`config.mk`:
```
export PLATFORM = sky130hd
export DESIGN_NAME = owpm_front
export DESIGN_NICKNAME = d
export VERILOG_FILES = /design/src/hw/rtl/owpm_pkg.sv /design/src/hw/rtl/owpm_front.sv
export SDC_FILE = /design/constraint.sdc
export NUM_CORES = 1
export LEC_CHECK = 0
export BUFFER_PORTS_ARGS = -buffer_cell sky130_fd_sc_hd__buf_4
export CORE_MARGIN = 4
export CORE_UTILIZATION = 38
export CTS_CLUSTER_SIZE = 8
export DETAILED_ROUTE_END_ITERATION = 6
export PLACE_DENSITY_LB_ADDON = 0.15
export SYNTH_ARGS = -nofsm -noshare
export SYNTH_HDL_FRONTEND = slang
export SYNTH_SLANG_ARGS = --single-unit
```
`constraint.sdc`:
```
create_clock -name clk -period 14.5 [get_ports clk]
set_input_delay 0.725 -clock clk [delete_from_list [all_inputs] [get_ports clk]]
set_output_delay 0.725 -clock clk [all_outputs]
set_load 0.02 [all_outputs]
```
`src/hw/rtl/owpm_pkg.sv`:
```
// ----------------------------------------------------------------------------
// owpm_pkg
// Shared types and constants of the oil paint window mode block.
// ----------------------------------------------------------------------------
package owpm_pkg;

  localparam int BUCKET_W = 8;
  localparam int BUCKETS = 256;
  localparam int CNT_W = 7;
  localparam int SUM_W = 15;
  localparam int CH_W = 8;
  localparam int NUM_W = 16;
  localparam int DIV_STEPS = NUM_W;
  localparam int CFG_AW = 3;
  localparam int CFG_DW = 32;
  localparam int DEFAULT_QUEUE_DEPTH = 4;

  localparam logic [CNT_W-1:0] COUNT_LIMIT = 7'd127;
  localparam logic [7:0] SMOOTH_RESET = 8'd30;
  localparam logic [0:0] REG_SMOOTHNESS = 1'b0;

  typedef struct packed {
    logic [7:0] red_in;
    logic [7:0] green_in;
    logic [7:0] blue_in;
    logic [7:0] alpha_in;
    logic [7:0] luma_in;
    logic       last_pixel;
  } in_item_t;

  typedef struct packed {
    logic [7:0] red_out;
    logic [7:0] green_out;
    logic [7:0] blue_out;
    logic [7:0] alpha_out;
    logic [7:0] winning_bucket;
    logic [6:0] winning_count;
  } out_item_t;

  // Classified pixel handed from the front to the back.
  typedef struct packed {
    logic [BUCKET_W-1:0] bucket;
    logic [3:0][CH_W-1:0] chan;
    logic                 last;
  } pix_item_t;

  typedef enum logic [2:0] {
    B_IDLE,
    B_UPDATE,
    B_SCAN,
    B_FETCH,
    B_LOAD,
    B_DIV,
    B_OUT
  } back_state_t;

endpackage

```
`src/hw/rtl/owpm_front.sv`:
```
// ----------------------------------------------------------------------------
// owpm_front
// Accepts pixels, computes the intensity bucket and queues classified pixels.
// ----------------------------------------------------------------------------
module owpm_front #(
  parameter int QUEUE_DEPTH = owpm_pkg::DEFAULT_QUEUE_DEPTH
) (
  input  logic                clk,
  input  logic                rst_n,
  input  logic [7:0]          smoothness,
  input  logic                in_push,
  output logic                in_full,
  input  owpm_pkg::in_item_t  in_data,
  input  logic                q_pop,
  output logic                q_empty,
  output owpm_pkg::pix_item_t q_item
);
  import owpm_pkg::*;

  localparam int PW = (QUEUE_DEPTH > 1) ? $clog2(QUEUE_DEPTH) : 1;

  pix_item_t            entry_r [QUEUE_DEPTH];
  logic [PW-1:0]        wr_ptr_r, wr_ptr_nxt;
  logic [PW-1:0]        rd_ptr_r, rd_ptr_nxt;
  logic [PW:0]          fill_r, fill_nxt;
  logic [15:0]          prod;
  logic [23:0]          approx;
  logic [7:0]           q0;
  logic [16:0]          rem;
  logic [BUCKET_W-1:0]  bucket;
  pix_item_t            new_item;
  logic                 do_push, do_pop;

  // Bucket = floor(luma * smoothness / 255): reciprocal estimate, then one correction.
  always_comb begin
    prod   = 16'(in_data.luma_in) * 16'(smoothness);
    approx = 24'(prod) * 24'd257;
    q0     = approx[23:16];
    rem    = 17'(prod) - (17'({q0, 8'b0}) - 17'(q0));
    bucket = (rem >= 17'd255) ? q0 + 8'd1 : q0;
  end

  always_comb begin
    new_item.bucket  = bucket;
    new_item.chan[3] = in_data.red_in;
    new_item.chan[2] = in_data.green_in;
    new_item.chan[1] = in_data.blue_in;
    new_item.chan[0] = in_data.alpha_in;
    new_item.last    = in_data.last_pixel;
  end

  // Queue pointers and fill level.
  assign in_full = (fill_r == (PW+1)'(QUEUE_DEPTH));
  assign q_empty = (fill_r == '0);
  assign do_push = in_push && !in_full;
  assign do_pop  = q_pop && !q_empty;
  assign q_item  = entry_r[rd_ptr_r];

  always_comb begin
    wr_ptr_nxt = wr_ptr_r;
    rd_ptr_nxt = rd_ptr_r;
    fill_nxt   = fill_r;
    if (do_push) begin
      wr_ptr_nxt = (wr_ptr_r == PW'(QUEUE_DEPTH-1)) ? '0 : wr_ptr_r + 1'b1;
    end
    if (do_pop) begin
      rd_ptr_nxt = (rd_ptr_r == PW'(QUEUE_DEPTH-1)) ? '0 : rd_ptr_r + 1'b1;
    end
    if (do_push && !do_pop) begin
      fill_nxt = fill_r + 1'b1;
    end else if (do_pop && !do_push) begin
      fill_nxt = fill_r - 1'b1;
    end
  end

  always_ff @(posedge clk) begin
    if (!rst_n) begin
      wr_ptr_r <= '0;
      rd_ptr_r <= '0;
      fill_r   <= '0;
    end else begin
      wr_ptr_r <= wr_ptr_nxt;
      rd_ptr_r <= rd_ptr_nxt;
      fill_r   <= fill_nxt;
    end
  end

  // Queue storage.
  always_ff @(posedge clk) begin
    if (do_push) begin
      entry_r[wr_ptr_r] <= new_item;
    end
  end

endmodule

```
==> results by group <==
Run status
  – Status: complete, no violations

Placed design
  – Hpwl dp: 14,900 um
  – Count of port buffers added during placement: 95
  – Final Wtd Congestion: 0.821

Synthesis
  – Synth Warn #: 0
  – Post-Syn Nets: roughly 910
  – Top cells by area, synth: edfxtp_1 48%, ha_1 11%, mux4_2 9.1%
  – Yosys top cell area share: between 40% and 50%
  – Ys flop type: edfxtp_1
  – Number of unique standard cell types used by synthesis: 62
  – Seq cells post-synth: between 150 and 200
  – Most common library cells after synthesis: 164 x edfxtp_1, 88 x ha_1, 81 x inv_1
  – Asr flop ratio synth: 0%
  – Synthesized instance count: 728
  – Most numerous cell in the Yosys netlist: edfxtp_1
  – Number of flops mapped to enable cells by yosys: 164
  – Avg Cell Area, Syn: 14.0 um^2
  – Sequential area share after synthesis: 50.1%
  – Synth Cell Area: 10,200 um^2
  – Synth area leader: edfxtp_1

STA
  – Slew Limit Fails: 0
  – Min Tclk post-route: 10.86 ns
  – RSZ-0062 raised after global routing: false
  – Setup-failing EPs final: 0
  – Worst slew pin tran: 0.838 ns
  – Peak Freq: 0.0921 GHz
  – Worst slew margin: 44.1%
  – Clock skew: 0.0111 ns
  – Hold Vio Cnt, Final: 0
  – Setup TNS: 0 ns
  – Period utilisation layout: around three quarters

Cells and area
  – Share of cells above drive strength 1: 22.9%
  – N_diodes: 0
  – Final #Nets: 1,009
  – Filler instances: 2,325
  – Synth-to-Final Area Change: 16.7%

Route
  – # DRC: 0
  – WL/cell: about 17 um
  – Vias per inst: 5.11
  – Vias after detailed routing: 6,024
  – Initial DRC count: roughly 250
  – Post-route antenna net violation count: 0
  – Pre-Repair DR Iteration Count: 6
  – Detailed Route WL: between 20,000 and 25,000 um

Floorplanning
  – Row count: 59
  – Die area: 29,500 um^2
  – Initial core utilization: approximately two fifths
  – Num ports: 96
  – Core region area: 26,200 um^2
  – Die width: approximately 170 um
  – Die height: 172 um

Setup path
  – CP Launch Type: input pin
  – Worst EP arrival: 11.03 ns
  – Reg2reg start: fill_r[0]$_SDFFE_PN0P_
  – Worst path max stage delay: 0.54 ns
  – CP required: around 15 ns
  – Critical Path Fanout Max: 9
  – Kind of critical path: input pin to register
  – Crit path max-delay cell type: fa_1
  – Worst path most repeated cell: ha_1
  – Flop2flop setup slack: 12.13 ns
  – Worst Setup End Kind: register
  – FF-to-FF End: fill_r[2]$_SDFFE_PN0P_
  – R2R depth: 8

CTS
  – Clock Tree Buf Depth: 2
  – Clock sink total: approximately 170
  – CTS tree: built
  – Setup repair bufs after CTS: 0
  – TritonCTS buffer count: 17
  – Post-CTS Hold Fix Bufs: 0
  – H-tree levels: 4
  – Worst-path clk slew: ~0.070 ns
  – Clock Latency Late Sink: 0.42 ns
  – Root buffer cell: clkbuf_16
  – Post-CTS sizing: 0

Min path
  – Min-delay src: in_data[12]
  – Hold endpoint: entry_r[2][4]$_DFFE_PP_
  – Hold crit path type: input pin to register
  – Hold Crit Depth: 1

Global routing
  – Antenna violations before repair: 0
  – Total track usage: 14.2%
  – Gr ovfl total: 0
  – First-pass GRT wire length: 33,000 um
  – Vias in the first global route: roughly 6.4k
  – Largest net degree at the start of global routing: 42

Flow run
  – Max-cap violations: 0
through the flow:
step	hold WS [ns]	cell area, um^2	utilization, %	cells	setup WS (ns)
floorplan	0.472	10200	-	728	4.39
global placement	0.485	11300	43.2	1147	3.50
detailed placement	0.521	11300	43.2	1147	3.26
CTS	0.486	11900	45.4	1179	3.67
global route	0.485	11900	45.4	1179	3.02
finish	0.505	11900	45.4	1179	3.64
critical path, delay by kind of cell:
family | cells | cell delay (ns)
adders and majority gates | 10 | 4.16
and+or+nand+nor | 9 | 1.44
AOI/OAI and AO/OA | 15 | 3.22
buffers and inverters | 5 | 0.36
xor gates and xnor gates | 3 | 1.10
registers in the layout, indices dropped and copies added (netlist names), named ones only:
name,flops
wr_ptr_r,2
entry_r,164
rd_ptr_r,2
fill_r,3
layout by cell type, fill, tap and decap left out, types with 3 or more instances in the layout:
master	Yosys	final
xnor2_1	24	24
inv_1	81	81
ha_1	88	88
edfxtp_1	164	164
o21ai_0	10	10
and3_1	5	5
fa_1	37	37
mux4_2	41	41
inv_8	0	5
nand3_1	6	6
xor2_1	13	13
nand2_1	26	26
nor2b_1	10	10
nand4_1	9	9
clkbuf_16	0	17
inv_6	0	4
o2111ai_1	4	4
nor3b_1	4	4
dfxtp_1	9	7
buf_4	0	101
and2_2	0	4
nor2_1	19	19
or3_1	4	4
nand2b_1	5	5
o21bai_1	3	3
and2_1	60	56
a21o_1	11	11
o211ai_1	3	3
a21oi_1	21	21
mux2i_1	5	5
nor3_1	6	6
layer usage:
layer | global-route usage [%] | routed length, um | vias to the layer above
met2 | 25.0 | 10300 | 139
met1 | 18.1 | 9020 | 2975
met5 | 0 | 0 | -
li1 | - | - | 2881
met3 | 2.09 | 859 | 29
met4 | 4.51 | 362 | 0
cells by family (layout without fill, tap and decap cells):
family,Yosys count,in the layout,share of synthesized area (%)
mux,46,46,9.55
buf+inv,99,215,3.65
compound gates,76,76,5.35
flops,173,173,50.1
fa+ha+maj,125,125,18.1
simple gates,170,170,9.65
xor+xnor,39,39,3.61
area by class of cell:
type / count / area (um^2) / share of cell area, %
flip-flops and latches: 173 / 5110 / 43.0
clock inverters: 14 / 150 / 1.26
inverters: 82 / 308 / 2.59
repair buffers: 101 / 758 / 6.38
clock buffers: 18 / 429 / 3.61
multi-input cells: 456 / 4720 / 39.7
well taps: 335 / 419 / 3.53
worst max-delay path by stage:
stage	start	to	slack [ns]	cells after the start
floorplan	in_data[1]	entry_r[0][40]$_DFFE_PP_	4.39	40
global placement	smoothness[7]	entry_r[0][35]$_DFFE_PP_	3.50	41
detailed placement	smoothness[7]	entry_r[3][36]$_DFFE_PP_	3.26	41
CTS	smoothness[7]	entry_r[1][36]$_DFFE_PP_	3.67	41
global route	smoothness[7]	entry_r[1][36]$_DFFE_PP_	3.02	41
finish	in_data[2]	entry_r[3][36]$_DFFE_PP_	3.64	42
Power is not shown: default switching activity piles up to over one toggle a cycle in this logic, so the estimate is an artifact.
